==> src/hw/rtl/gvu_pkg.sv <==
package gvu_pkg;

  localparam int MAX_BODIES_DEF = 1024;

  // Field widths.
  localparam int ID_W       = 16;
  localparam int POS_W      = 32;
  localparam int MASS_W     = 32;
  localparam int VEL_W      = 48;
  localparam int SKIP_W     = 11;
  localparam int G_W        = 32;
  localparam int DMIN_W     = 63;
  localparam int AMAX_W     = 47;
  localparam int CFG_IDX_W  = 2;
  localparam int CFG_DATA_W = 63;

  // Datapath widths.
  localparam int DIFF_W     = POS_W + 1;
  localparam int D2_W       = 2 * DIFF_W;
  localparam int ROOT_W     = 34;
  localparam int SQ_REM_W   = 36;
  localparam int SQRT_STEPS = D2_W / 2;
  localparam int LIMB_W     = 32;
  localparam int MUL_LIMBS  = 3;
  localparam int MUL_A_W    = LIMB_W * MUL_LIMBS;
  localparam int MUL_B_W    = ROOT_W;
  localparam int MUL_P_W    = MUL_A_W + MUL_B_W;
  localparam int MUL_CNT_W  = 2;
  localparam int GM_W       = G_W + MASS_W;
  localparam int DEN_W      = D2_W + ROOT_W;
  localparam int FRAC_SHIFT = 16;
  localparam int PROD_N_W   = GM_W + DIFF_W;
  localparam int NUM_W      = PROD_N_W + FRAC_SHIFT;
  localparam int QUO_W      = 63;
  localparam int ACC_W      = 64;

  localparam logic [G_W-1:0]    G_RESET    = G_W'(64'd16777216);
  localparam logic [DMIN_W-1:0] DMIN_RESET = DMIN_W'(64'd16777216);
  localparam logic [AMAX_W-1:0] AMAX_RESET = AMAX_W'(64'd6553600000);

  localparam logic KIND_TARGET = 1'b0;
  localparam logic KIND_BODY   = 1'b1;

  typedef enum logic [CFG_IDX_W-1:0] {
    REG_GRAVITY   = 2'd0,
    REG_MIN_DIST2 = 2'd1,
    REG_MAX_ACCEL = 2'd2
  } reg_idx_t;

  typedef enum logic [2:0] {
    MUL_SQX,
    MUL_SQY,
    MUL_DEN,
    MUL_GM,
    MUL_NUMX,
    MUL_NUMY
  } mul_op_t;

  typedef enum logic [3:0] {
    ST_IDLE,
    ST_SQX,
    ST_SQY,
    ST_CHECK,
    ST_SQRT,
    ST_DEN,
    ST_GM,
    ST_NUMX,
    ST_NUMY,
    ST_DIV,
    ST_ACC,
    ST_FINISH
  } state_t;

  typedef struct packed {
    logic    accept;
    logic    mul_start;
    mul_op_t mul_sel;
    logic    sqrt_start;
    logic    div_start;
    logic    close_inc;
    logic    acc_upd;
    logic    result_wr;
  } cmd_t;

  typedef struct packed {
    logic in_kind;
    logic in_same_id;
    logic in_last;
    logic item_last;
    logic too_close;
    logic mul_done;
    logic sqrt_done;
    logic div_done;
    logic out_free;
  } status_t;

endpackage

==> src/hw/rtl/gvu_ctrl.sv <==
module gvu_ctrl (
  input  logic              clk,
  input  logic              rst,
  input  logic              in_valid,
  output logic              in_ready,
  input  gvu_pkg::status_t  stat,
  output gvu_pkg::cmd_t     cmd
);

  gvu_pkg::state_t state, state_next;

  always_ff @(posedge clk) begin
    if (rst) begin
      state <= gvu_pkg::ST_IDLE;
    end else begin
      state <= state_next;
    end
  end

  always_comb begin
    state_next = state;
    unique case (state)
      gvu_pkg::ST_IDLE: begin
        if (in_valid) begin
          if (stat.in_kind == gvu_pkg::KIND_TARGET || stat.in_same_id) begin
            state_next = stat.in_last ? gvu_pkg::ST_FINISH : gvu_pkg::ST_IDLE;
          end else begin
            state_next = gvu_pkg::ST_SQX;
          end
        end
      end
      gvu_pkg::ST_SQX:   if (stat.mul_done) state_next = gvu_pkg::ST_SQY;
      gvu_pkg::ST_SQY:   if (stat.mul_done) state_next = gvu_pkg::ST_CHECK;
      gvu_pkg::ST_CHECK: begin
        if (stat.too_close) begin
          state_next = stat.item_last ? gvu_pkg::ST_FINISH : gvu_pkg::ST_IDLE;
        end else begin
          state_next = gvu_pkg::ST_SQRT;
        end
      end
      gvu_pkg::ST_SQRT:  if (stat.sqrt_done) state_next = gvu_pkg::ST_DEN;
      gvu_pkg::ST_DEN:   if (stat.mul_done) state_next = gvu_pkg::ST_GM;
      gvu_pkg::ST_GM:    if (stat.mul_done) state_next = gvu_pkg::ST_NUMX;
      gvu_pkg::ST_NUMX:  if (stat.mul_done) state_next = gvu_pkg::ST_NUMY;
      gvu_pkg::ST_NUMY:  if (stat.mul_done) state_next = gvu_pkg::ST_DIV;
      gvu_pkg::ST_DIV:   if (stat.div_done) state_next = gvu_pkg::ST_ACC;
      gvu_pkg::ST_ACC: begin
        state_next = stat.item_last ? gvu_pkg::ST_FINISH : gvu_pkg::ST_IDLE;
      end
      gvu_pkg::ST_FINISH: if (stat.out_free) state_next = gvu_pkg::ST_IDLE;
      default:            state_next = gvu_pkg::ST_IDLE;
    endcase
  end

  // Units are launched on the edge that enters the state waiting for them.
  always_comb begin
    cmd           = '0;
    cmd.mul_sel   = gvu_pkg::MUL_SQX;
    in_ready      = state == gvu_pkg::ST_IDLE;
    cmd.accept    = in_valid && in_ready;
    cmd.close_inc = (state == gvu_pkg::ST_CHECK) && stat.too_close;
    cmd.acc_upd   = state == gvu_pkg::ST_ACC;
    cmd.result_wr = (state == gvu_pkg::ST_FINISH) && stat.out_free;
    if (state_next != state) begin
      unique case (state_next)
        gvu_pkg::ST_SQX: begin
          cmd.mul_start = 1'b1;
          cmd.mul_sel   = gvu_pkg::MUL_SQX;
        end
        gvu_pkg::ST_SQY: begin
          cmd.mul_start = 1'b1;
          cmd.mul_sel   = gvu_pkg::MUL_SQY;
        end
        gvu_pkg::ST_DEN: begin
          cmd.mul_start = 1'b1;
          cmd.mul_sel   = gvu_pkg::MUL_DEN;
        end
        gvu_pkg::ST_GM: begin
          cmd.mul_start = 1'b1;
          cmd.mul_sel   = gvu_pkg::MUL_GM;
        end
        gvu_pkg::ST_NUMX: begin
          cmd.mul_start = 1'b1;
          cmd.mul_sel   = gvu_pkg::MUL_NUMX;
        end
        gvu_pkg::ST_NUMY: begin
          cmd.mul_start = 1'b1;
          cmd.mul_sel   = gvu_pkg::MUL_NUMY;
        end
        gvu_pkg::ST_SQRT: cmd.sqrt_start = 1'b1;
        gvu_pkg::ST_DIV:  cmd.div_start  = 1'b1;
        default:          cmd.sqrt_start = 1'b0;
      endcase
    end
  end

endmodule

==> config.mk <==
export PLATFORM = sky130hd
export DESIGN_NAME = gvu_ctrl
export DESIGN_NICKNAME = d
export VERILOG_FILES = /design/src/hw/rtl/gvu_pkg.sv /design/src/hw/rtl/gvu_ctrl.sv
export SDC_FILE = /design/constraint.sdc
export NUM_CORES = 1
export LEC_CHECK = 0
export BUFFER_PORTS_ARGS = -buffer_cell sky130_fd_sc_hd__buf_4
export CAP_MARGIN = 40
export CORE_AREA = 2 2 39 41
export DETAILED_ROUTE_END_ITERATION = 10
export DIE_AREA = 0 0 41 43
export GPL_TIMING_DRIVEN = 0
export PLACE_DENSITY = 0.76
export SLEW_MARGIN = 15
export SYNTH_ARGS = -nofsm -noshare
export SYNTH_HDL_FRONTEND = slang
export SYNTH_SLANG_ARGS = --single-unit
==> constraint.sdc <==
create_clock -name clk -period 2 [get_ports clk]
set_input_delay 0.2 -clock clk [delete_from_list [all_inputs] [get_ports clk]]
set_output_delay 0.2 -clock clk [all_outputs]
set_load 0.02 [all_outputs]
Word level (Yosys, flattened, before mapping)
Index checks and enable logic that the tools add are counted.

Eq/ne operators: 20. Muxes and demuxes: 19. Bitwise gates (word level): 1. Reductions and logical operators: 5.

Operator list (number): $mux 4 (14); $pmux 4 s12 (1); $eq 4x3->1 const B (8); $eq 4x4->1 const B (6); $pmux 4 s6 (1); $eq 4x2->1 const B (3); $eq 4x1->1 const B (2); $mux 6 (1); $logic_not 4->1 (1); $ne 4x4->1 (1); $logic_and 1x1->1 (3); $mux 1 (2); $logic_or 1x1->1 (1); $not 1->1 (1).

Register bits after elaboration: 4. Bits of input ports: 12. Output and inout port bits: 11. Word-level logic and storage cells: 46.

Depth between registers and ports, before layout
Gate-level depths: netlist of run 1.

Word-level depth: 8. Depth in mapped cells: 9.

Worst setup path before layout of run 1
No wires, ideal clock.

Path type: register -> output. Start point: reg state[2]. End point: out cmd[8] (netlist bit). Arrival: 2.211 ns. Required time: 1.800 ns. Setup slack: -0.411 ns. Cell stages (with the launch flop): 9. Buffers on the path: 1. Path through: dfxtp_1 > buf_6 > nor4_2 > and2_2 > nand2_1 > nand4b_2 > xnor2_1 > and3_4 > a311oi_2.

RTL lines: start, declared (line gvu_ctrl.sv:10) `gvu_pkg::state_t state, state_next;`; start signal, assigned (line gvu_ctrl.sv:14) `state <= gvu_pkg::ST_IDLE;`; start signal, assigned (line gvu_ctrl.sv:16) `state <= state_next;`; end, declared (line gvu_ctrl.sv:7) `output gvu_pkg::cmd_t cmd`.

==> results of run 1 <==
## logic make-up (layout without fill, tap and decap cells)
family          after synthesis  in the layout  share of synthesized area
compound gates               16             16                      0.192
simple gates                 44             44                      0.524
xor+xnor                      5              5                     0.0740
flops                         4              4                      0.135
buf+inv                       5             39                     0.0740
## synthesized netlist by cell type, drive strengths merged (2+ instances only)
cell type,n
dfxtp,4
nor2,6
xnor2,4
nand2,5
and3,3
nor3b,2
buf,5
nand4,2
nor2b,7
nand2b,4
a21oi,6
and2,3
nor4,2
nand3,2
o21ai,2
nor3,2
## area by class of cell
class | count | area, um2 | share of cell area
flip-flops and latches | 4 | 85.1 | 0.0884
well taps | 16 | 20.0 | 0.0208
repair buffers | 32 | 250 | 0.260
clock buffers | 3 | 22.5 | 0.0234
plain buffers | 4 | 37.5 | 0.0390
multi-input cells | 65 | 547 | 0.568
## critical path: cells and delay by family (launching register included)
kind	cells	cell delay, ns
simple gates	4	0.89
buf+inv	1	0.15
compound gates	2	0.38
xor+xnor	1	0.15
flops	1	0.34
## worst min-delay path by stage
stage | start | to | slack (ns) | cells past startpoint
CTS | rst | state[1] | 0.14 | 2
floorplan | rst | state[1] | 0.26 | 1
finish | rst | state[1] | 0.15 | 2
global route | rst | state[0] | 0.16 | 2
detailed placement | rst | state[1] | 0.39 | 2
global placement | rst | state[1] | 0.38 | 2
## routing by layer
layer  share of wire  global-route usage  vias up
met5               0                   0        -
met4           0.015              0.0800        0
met3           0.027              0.0314        2
met2            0.50               0.288       16
met1            0.46               0.286      331
li1                -                   -      338
## power groups by stage
stage / registers [W] / logic [W] / clock network (W)
floorplan: 0.000108 / 0.000490 / 0
global placement: 0.000111 / 0.000622 / 0
detailed placement: 0.000112 / 0.000640 / 0
CTS: 0.000111 / 0.000732 / 0.000104
global route: 0.000113 / 0.000803 / 0.000108
finish: 0.000112 / 0.000767 / 0.0000983
## per-stage QoR
stage / cells / power [W] / instance area (um2) / setup TNS [ns]
after floorplan: 74 / 0.000599 / 643 / -0.104
after global placement: 112 / 0.000733 / 828 / -0.726
after detailed placement: 112 / 0.000752 / 828 / -0.908
after CTS: 119 / 0.000947 / 920 / -1.13
after global routing: 124 / 0.00102 / 962 / -1.69
final: 124 / 0.000978 / 962 / -1.29
## what timing repair did
item / 4_1_cts / 5_1_grt
endpoints found under the setup margin: 4 / 4
gates cloned: 0 / 1
pin swaps: 5 / 5
setup buffers: 5 / 3
resized for setup: 11 / 3
hold buffers: 0 / 0
==> reports/qor.csv, run 1 <==
metric;value;unit
slew at the pin with the worst max-slew slack;0.323;ns
commonest non-fill, non-tap cell in the layout;buf_4;
switching power of the nets;0.000434;W
floorplan core area;1380;um2
launching element of the worst setup path;state[0];
maximum number of pins on one net before global-route repair;11;
path class of the lowest-slack min-delay path;in2reg;
Final Net Count;122;
global-route wire length before repair;2430;um
leakage power of the design;0.428;nW
Worst Setup Slack, final;-0.353;ns
synthesized area divided by synthesized cell count;8.00;um2
type of element capturing the critical path;output pin;
detailed-route via count;687;
number of global-route vias before repair;546;
cell-by-cell trace of the critical path;nor2b_1 -> o211ai_2 -> nand3_2 -> or3_4 -> xnor2_2 -> and3_4 -> a311oi_4 -> buf_6;
H-tree depth;1;
synthesized cell area;592;um2
standard-cell rows;14;
final wirelength;1750;um
largest registers in the final layout;state (4);
portion of total power attributed to sequential cells;0.114;
remaining antenna violation count after routing;0;
placer's final routability congestion estimate;0.724;
most instantiated flip-flop cell in the synthesis netlist;dfxtp_1;
count of flip-flops with a built-in enable after synthesis;0;
combinational cell fraction of total power;0.785;
reg-to-reg critical path endpoint;state[1];
Detailed Routing Iterations Pass 1;4;
later-pin clock latency in the skew report;0.23;ns
Starting Density;0.428;
relative max-transition margin;0.782;
global-route total usage across every layer;0.199;
Synth Instances;74;
fin util;0.695;
power density normalized to cell area;1020;nW/um2
commonest cells after routing, fill and taps aside;28 x buf_4, 6 x buf_6, 6 x nor2b_1;
Detailed Route Iter0 Violations;8;
global route total overflow;0;
Setup Skew;0.00141;ns
cells taking the most area after synthesis;dfxtp_1 14%, nor2b_1 6.3%, xnor2_1 5.9%;
max-slew violation total from the final report;0;
unrepaired setup endpoints after global routing;true;
number of antenna cells inserted;0;
Required @ worst endpoint;1.80;ns
post-route fraction of the period consumed by the critical path;1.18;
worst stage delay on the critical path;0.43;ns
Seq cells post-synth;4;
Hold Violations, Final;0;
final number of setup-violating endpoints;4;
Critical Path Slowest Stage Cell;or3_4;
CTS clock-pin slew for the worst setup and hold paths;0.04;ns
sequential-to-total area share from yosys stat;0.135;
Reg with most FFs;state;
Internal Dissipation;0.000543;W
worst r2r path cells;6;
Clock Power Share;0.101;
routed length per instance;14.1;um
share of the synthesized area in the top cell type;0.135;
number of buffers created by CTS;3;
DR vias/cell;5.54;
Min Hold Slack;0.147;ns
Setup Slack @ Placement;-0.327;ns
synthesis-to-finish area growth;62.6;%
Horiz. Die Dim;41;um
antenna violations before repair;0;
startpoint types;flop;
total I/O pin count;23;
TritonCTS Sinks;4;
cell accounting for the most synthesized area;dfxtp_1;
setup slack of the worst register-to-register path;0.37;ns
max FFs per register;4;
Max Clk Rate;425;MHz
number of max-cap violations;0;
count of synthesis-stage warnings from yosys;0;
worst vdd rail ir drop;0.580;mV
failing checks;setup timing;
# port buffers;22;
floorplan die area;1760;um2
DPL Wire Length;1130;um
fraction of power spent switching nets;0.444;
category of the most critical setup path;reg2out;
post-synth net total;86;
Distinct cells, synth;39;
clock tree from TritonCTS;yes;
proportion of register bits with asynchronous set or reset after synthesis;0;
critical path peak fanout;5;
clk buf depth;2;
share of layout cells above drive strength 1;0.574;
CTS root buffer;clkbuf_4;
Die H;43;um
reg2reg start;state[0];
CP endpoint;cmd[8];
number of filler cells placed in the layout;109;
outcome;finished, violations left;
signal arrival time at the worst endpoint;2.15;ns
remaining routing DRC violations;0;
clock period minus worst slack;2.35;ns
Power figures use the tool's default switching activity.
==> inputs of run 2 (changes only) <==
TNS_END_PERCENT = 30   (was default)
==> run 2 against run 1 <==
Compared with the run above:
- the run still ends with setup timing left
- critical path depth grew 1
- total power shrank 6.1%
- first-iteration DRC count grew 63%
- die area is the same
- cell area shrank 4.4%
- clock skew shrank 0.00056 ns
- maximum frequency grew 0.37%
- register-to-register slack is essentially flat
==> reports/qor.csv, run 2 (same netlist as run 1, synthesis figures left out) <==
metric;value;unit;change
number of max-cap violations;0;;unchanged
# port buffers;22;;unchanged
startpoint types;flop;;
number of buffers created by CTS;3;;unchanged
post-route fraction of the period consumed by the critical path;1.17;;-0.00439
global-route total usage across every layer;0.217;;+0.0177
number of cells after detailed placement;112;;unchanged
number of global-route vias before repair;621;;+14%
Detailed Route Iter0 Violations;13;;+5
Horiz. Die Dim;41;um;unchanged
Detailed Routing Iterations Pass 1;4;;unchanged
maximum number of pins on one net before global-route repair;11;;unchanged
floorplan core area;1380;um2;unchanged
Reg with most FFs;state;;
synthesis-to-finish area growth;55.4;%;
final number of setup-violating endpoints;4;;unchanged
Required @ worst endpoint;1.80;ns;about the same
worst vdd rail ir drop;0.727;mV;+25%
largest registers in the final layout;state (4);;
clock tree from TritonCTS;yes;;
outcome;finished, violations left;;
H-tree depth;1;;unchanged
relative max-transition margin;0.449;;-0.333
path class of the lowest-slack min-delay path;in2reg;;
unrepaired setup endpoints after global routing;true;;
global-route wire length before repair;2620;um;+8.0%
slew at the pin with the worst max-slew slack;0.817;ns;+0.494 ns
Min Hold Slack;0.147;ns;+0.000302 ns
clk buf depth;2;;unchanged
floorplan die area;1760;um2;unchanged
max-slew violation total from the final report;0;;unchanged
placer's final routability congestion estimate;0.771;;+6.4%
power density normalized to cell area;998;nW/um2;-1.7%
Die H;43;um;unchanged
Hold Violations, Final;0;;unchanged
Setup Skew;0.000850;ns;-0.000557 ns
total I/O pin count;23;;unchanged
signal arrival time at the worst endpoint;2.14;ns;about the same
share of layout cells above drive strength 1;0.538;;-0.0356
CTS root buffer;clkbuf_4;;
routed length per instance;13.6;um;-3.7%
leakage power of the design;0.397;nW;-7.3%
CTS clock-pin slew for the worst setup and hold paths;0.03;ns;about the same
clock period minus worst slack;2.34;ns;-0.00879 ns
antenna violations before repair;0;;unchanged
type of element capturing the critical path;output pin;;
Final Net Count;118;;-3.3%
failing checks;setup timing;;
Max Clk Rate;427;MHz;+0.37%
number of filler cells placed in the layout;122;;+12%
Starting Density;0.428;;unchanged
standard-cell rows;14;;unchanged
DPL Wire Length;1140;um;+0.56%
critical path peak fanout;10;;+5
TritonCTS Sinks;4;;unchanged
commonest non-fill, non-tap cell in the layout;buf_4;;
remaining routing DRC violations;0;;unchanged
category of the most critical setup path;reg2out;;
DR vias/cell;5.47;;-1.3%
remaining antenna violation count after routing;0;;unchanged
max FFs per register;4;;unchanged
commonest cells after routing, fill and taps aside;27 x buf_4, 6 x nor2b_1, 5 x buf_6, 5 x a21oi_1;;
Non-Filler Instances;120;;-3.2%
Worst Setup Slack, final;-0.344;ns;+0.00879 ns
Setup Slack @ Placement;-0.322;ns;+0.00486 ns
detailed-route via count;656;;-4.5%
final wirelength;1630;um;-6.8%
later-pin clock latency in the skew report;0.23;ns;about the same
fin util;0.665;;-0.0307
global route total overflow;0;;unchanged
number of antenna cells inserted;0;;unchanged
run 2: changes by cell type in the layout (fill, tap and decap cells not counted), moves of 2 or more:
cell	previous run	this run
nor2_2	0	2
nor2_4	2	0
xnor2_1	2	4
xnor2_2	2	0
run 2: path summary, 6_finish.rpt:
path                  from        to  slack (ns)  depth (start not counted)
setup / recovery  state[3]    cmd[8]       -0.34                          9
hold / removal         rst  state[1]        0.15                          2
setup reg to reg  state[3]  state[1]        0.37                          7
hold reg to reg   state[2]  state[3]        0.90                          5
run 2: power breakdown:
group,total [W],switching [W],internal [W],leakage (nW)
logic,0.000711,0.000364,0.000347,0.349
registers,0.000113,0.0000182,0.0000951,0.0339
clock network,0.0000943,0.0000276,0.0000667,0.0138
total,0.000918,0.000409,0.000509,0.397
run 2: layout make-up:
cell class | instances | area (um2) | area share
Tap cell | 16 | 20.0 | 0.0218
Multi-Input combinational cell | 65 | 534 | 0.581
Buffer | 4 | 37.5 | 0.0408
Timing Repair Buffer | 28 | 221 | 0.241
Clock buffer | 3 | 22.5 | 0.0245
Sequential cell | 4 | 83.8 | 0.0912
run 2: critical path: stages (launching register included):
cell and delay, ns:
dfxtp_2 0.32, buf_6 0.14, nor2b_4 0.14, o211ai_2 0.07, nand3_2 0.13, or3_4 0.41, xnor2_1 0.14, and3_4 0.19
a311oi_4 0.21, buf_6 0.16
run 2: layer usage:
layer,GRT usage,vias up,wire length [um]
met2,0.325,19,843
met3,0.0314,4,64
met1,0.287,303,696
met5,0,-,0
li1,-,330,-
met4,0.113,0,24
run 2: stage by stage:
| step | instance area (um2) | setup TNS [ns] | power, W |
|---|---|---|---|
| floorplan | 643 | -0.115 | 0.000599 |
| global placement | 828 | -0.787 | 0.000736 |
| finish | 920 | -1.20 | 0.000918 |
| global route | 920 | -1.55 | 0.000977 |
| detailed placement | 828 | -0.911 | 0.000752 |
| CTS | 892 | -1.15 | 0.000905 |
run 2: timing repair:
action	CTS	global route
pin swaps	4	4
buffers inserted	5	1
endpoints found under the setup margin	4	4
hold buffers	0	0
resized for setup	5	5
==> inputs of run 3 (changes only) <==
BUFFER_PORTS_ARGS = default   (was -buffer_cell sky130_fd_sc_hd__buf_4)
DONT_BUFFER_PORTS = 1   (was default)
PLACE_DENSITY = 0.61   (was 0.76)
==> run 3 against run 2 <==
Compared with the run above:
- the run still ends with setup timing left
- cell area down 16%
- non-clock buffer count decreased by 20
- via count down 10%
- sequential share of layout area up 1.7 points
- sequential cell count unchanged
- worst setup slack got worse by 0.047 ns
- critical path depth fell by 1
- sequential power about the same
- clock skew up 0.0013 ns
- largest cell class unchanged
- final cell count shrank 17%
- register-to-register slack barely moved
==> reports/qor.csv, run 3 (same netlist as run 1, synthesis figures left out) <==
metric;value;unit;change
Setup Skew;0.00216;ns;+0.00131 ns
power density normalized to cell area;1050;nW/um2;+4.8%
Starting Density;0.428;;unchanged
share of layout cells above drive strength 1;0.429;;-0.110
Reg with most FFs;state;;
Multi-input gate area;534;um2;unchanged
largest registers in the final layout;state (4);;
Required @ worst endpoint;1.80;ns;about the same
critical path peak fanout;8;;-2
H-tree depth;1;;unchanged
Clock Power Share;0.120;;+0.017
Hold Violations, Final;0;;unchanged
later-pin clock latency in the skew report;0.23;ns;about the same
remaining routing DRC violations;0;;unchanged
Detailed Routing Iterations Pass 1;4;;unchanged
routed length per instance;13.9;um;+2.4%
leakage power of the design;0.301;nW;-24%
number of stages on the worst hold path;1;;-1
switching power of the nets;0.000380;W;-7.3%
maximum number of pins on one net before global-route repair;11;;unchanged
CTS clock-pin slew for the worst setup and hold paths;0.04;ns;about the same
antenna violations before repair;0;;unchanged
failing checks;setup timing;;
standard-cell rows;14;;unchanged
Detailed Route Iter0 Violations;7;;-6
Critical Path Slowest Stage Cell;or3_4;;
type of element capturing the critical path;output pin;;
clock period minus worst slack;2.39;ns;+0.0475 ns
# port buffers;0;;-100%
signal arrival time at the worst endpoint;2.19;ns;+0.05 ns
unrepaired setup endpoints after global routing;true;;
number of filler cells placed in the layout;126;;+3.3%
total design power;0.000808;W;-12%
clock tree from TritonCTS;yes;;
reg2reg start;state[2];;
TritonCTS Sinks;4;;unchanged
Max Clk Rate;418;MHz;-2.0%
setup slack of the worst register-to-register path;0.36;ns;about the same
end point of the worst hold path;state[1];;
post-route fraction of the period consumed by the critical path;1.20;;+0.0237
DR vias/cell;5.90;;+7.9%
worst vdd rail ir drop;0.565;mV;-22%
reg-to-reg critical path endpoint;state[1];;
global route total overflow;0;;unchanged
DPL Wire Length;1010;um;-11%
floorplan die area;1760;um2;unchanged
floorplan core area;1380;um2;unchanged
total I/O pin count;23;;unchanged
remaining antenna violation count after routing;0;;unchanged
final wirelength;1390;um;-15%
cell-by-cell trace of the critical path;buf_6 -> buf_12 -> or2b_1 -> a21oi_1 -> or3_4 -> xnor2_1 -> and3_4 -> a311oi_4;;
number of antenna cells inserted;0;;unchanged
number of global-route vias before repair;578;;-6.9%
commonest non-fill, non-tap cell in the layout;nor2b_1;;
startpoint types;flop;;
number of max-cap violations;0;;unchanged
relative max-transition margin;0.697;;+0.248
slew at the pin with the worst max-slew slack;0.450;ns;-0.367 ns
commonest cells after routing, fill and taps aside;6 x nor2b_1, 5 x buf_4, 5 x a21oi_1;;
final number of setup-violating endpoints;4;;unchanged
Horiz. Die Dim;41;um;unchanged
Worst Setup Slack, final;-0.392;ns;-0.0475 ns
Die H;43;um;unchanged
detailed-route via count;590;;-10%
Final Net Count;98;;-17%
Internal Dissipation;0.000428;W;-16%
synthesis-to-finish area growth;30.4;%;
number of buffers created by CTS;3;;unchanged
worst r2r path cells;7;;unchanged
max FFs per register;4;;unchanged
global-route wire length before repair;2390;um;-8.7%
start point of the worst min-delay path;rst;;
Sequential Area;83.8;um2;unchanged
worst stage delay on the critical path;0.42;ns;about the same
Setup Slack @ Placement;-0.293;ns;+0.0291 ns
CTS root buffer;clkbuf_4;;
outcome;finished, violations left;;
fraction of power spent switching nets;0.470;;+0.0242
clk buf depth;2;;unchanged
portion of total power attributed to sequential cells;0.138;;+0.015
path class of the lowest-slack min-delay path;in2reg;;
global-route total usage across every layer;0.195;;-0.0221
category of the most critical setup path;reg2out;;
launching element of the worst setup path;state[2];;
max-slew violation total from the final report;0;;unchanged
combinational cell fraction of total power;0.742;;-0.032
placer's final routability congestion estimate;0.789;;+2.3%
-- run 3: routing by layer --
metal	up-vias	wire (um)	track usage
met5	-	0	0
li1	292	-	-
met3	4	78	0.0681
met2	19	666	0.284
met4	0	23	0.120
met1	275	619	0.232
-- run 3: cell type report --
cell class              count  area share
multi-input cells          65       0.692
flip-flops and latches      4       0.109
repair buffers              8      0.0956
plain buffers               4      0.0486
clock buffers               3      0.0292
well taps                  16      0.0259
-- run 3: worst max-delay path by stage --
stage,endpoint,slack (ns),cells past startpoint
2_1_floorplan,cmd[8],-0.10,9
3_3_place_gp,cmd[8],-0.26,8
3_5_place_dp,cmd[8],-0.29,8
4_1_cts,cmd[8],-0.42,8
5_1_grt,cmd[8],-0.46,7
6_report,cmd[8],-0.39,8
-- run 3: repair_timing --
action,4_1_cts,5_1_grt
pin swaps,8,7
hold buffers,0,0
setup endpoints to repair,4,4
resized for setup,3,5
buffers inserted,4,1
-- run 3: power groups by stage --
stage               combinational [W]  sequential [W]  clock (W)
floorplan                    0.000490        0.000108          0
global placement             0.000539        0.000111          0
detailed placement           0.000544        0.000111          0
CTS                          0.000588        0.000111   0.000101
global route                 0.000647        0.000114   0.000105
finish                       0.000599        0.000111  0.0000969
-- run 3: critical path: cells and delay by family (launching register included) --
| kind | cells | cell delay, ns |
|---|---|---|
| AND/OR/NAND/NOR | 3 | 0.81 |
| flip-flops | 1 | 0.30 |
| XOR/XNOR | 1 | 0.14 |
| buffers and inverters | 2 | 0.25 |
| AO/OA/AOI/OAI | 2 | 0.47 |
-- run 3: metrics by stage --
stage / util / cell area (um2) / std cells / hold slack [ns] / TNS [ns]
4_1_cts: 0.539 / 746 / 98 / 0.0224 / -1.47
2_1_floorplan: - / 643 / 74 / 0.264 / -0.115
5_1_grt: 0.558 / 772 / 100 / 0.0282 / -1.57
3_3_place_gp: 0.479 / 663 / 90 / 0.266 / -0.675
3_5_place_dp: 0.490 / 678 / 92 / 0.267 / -0.812
6_report: 0.558 / 772 / 100 / 0.0288 / -1.21
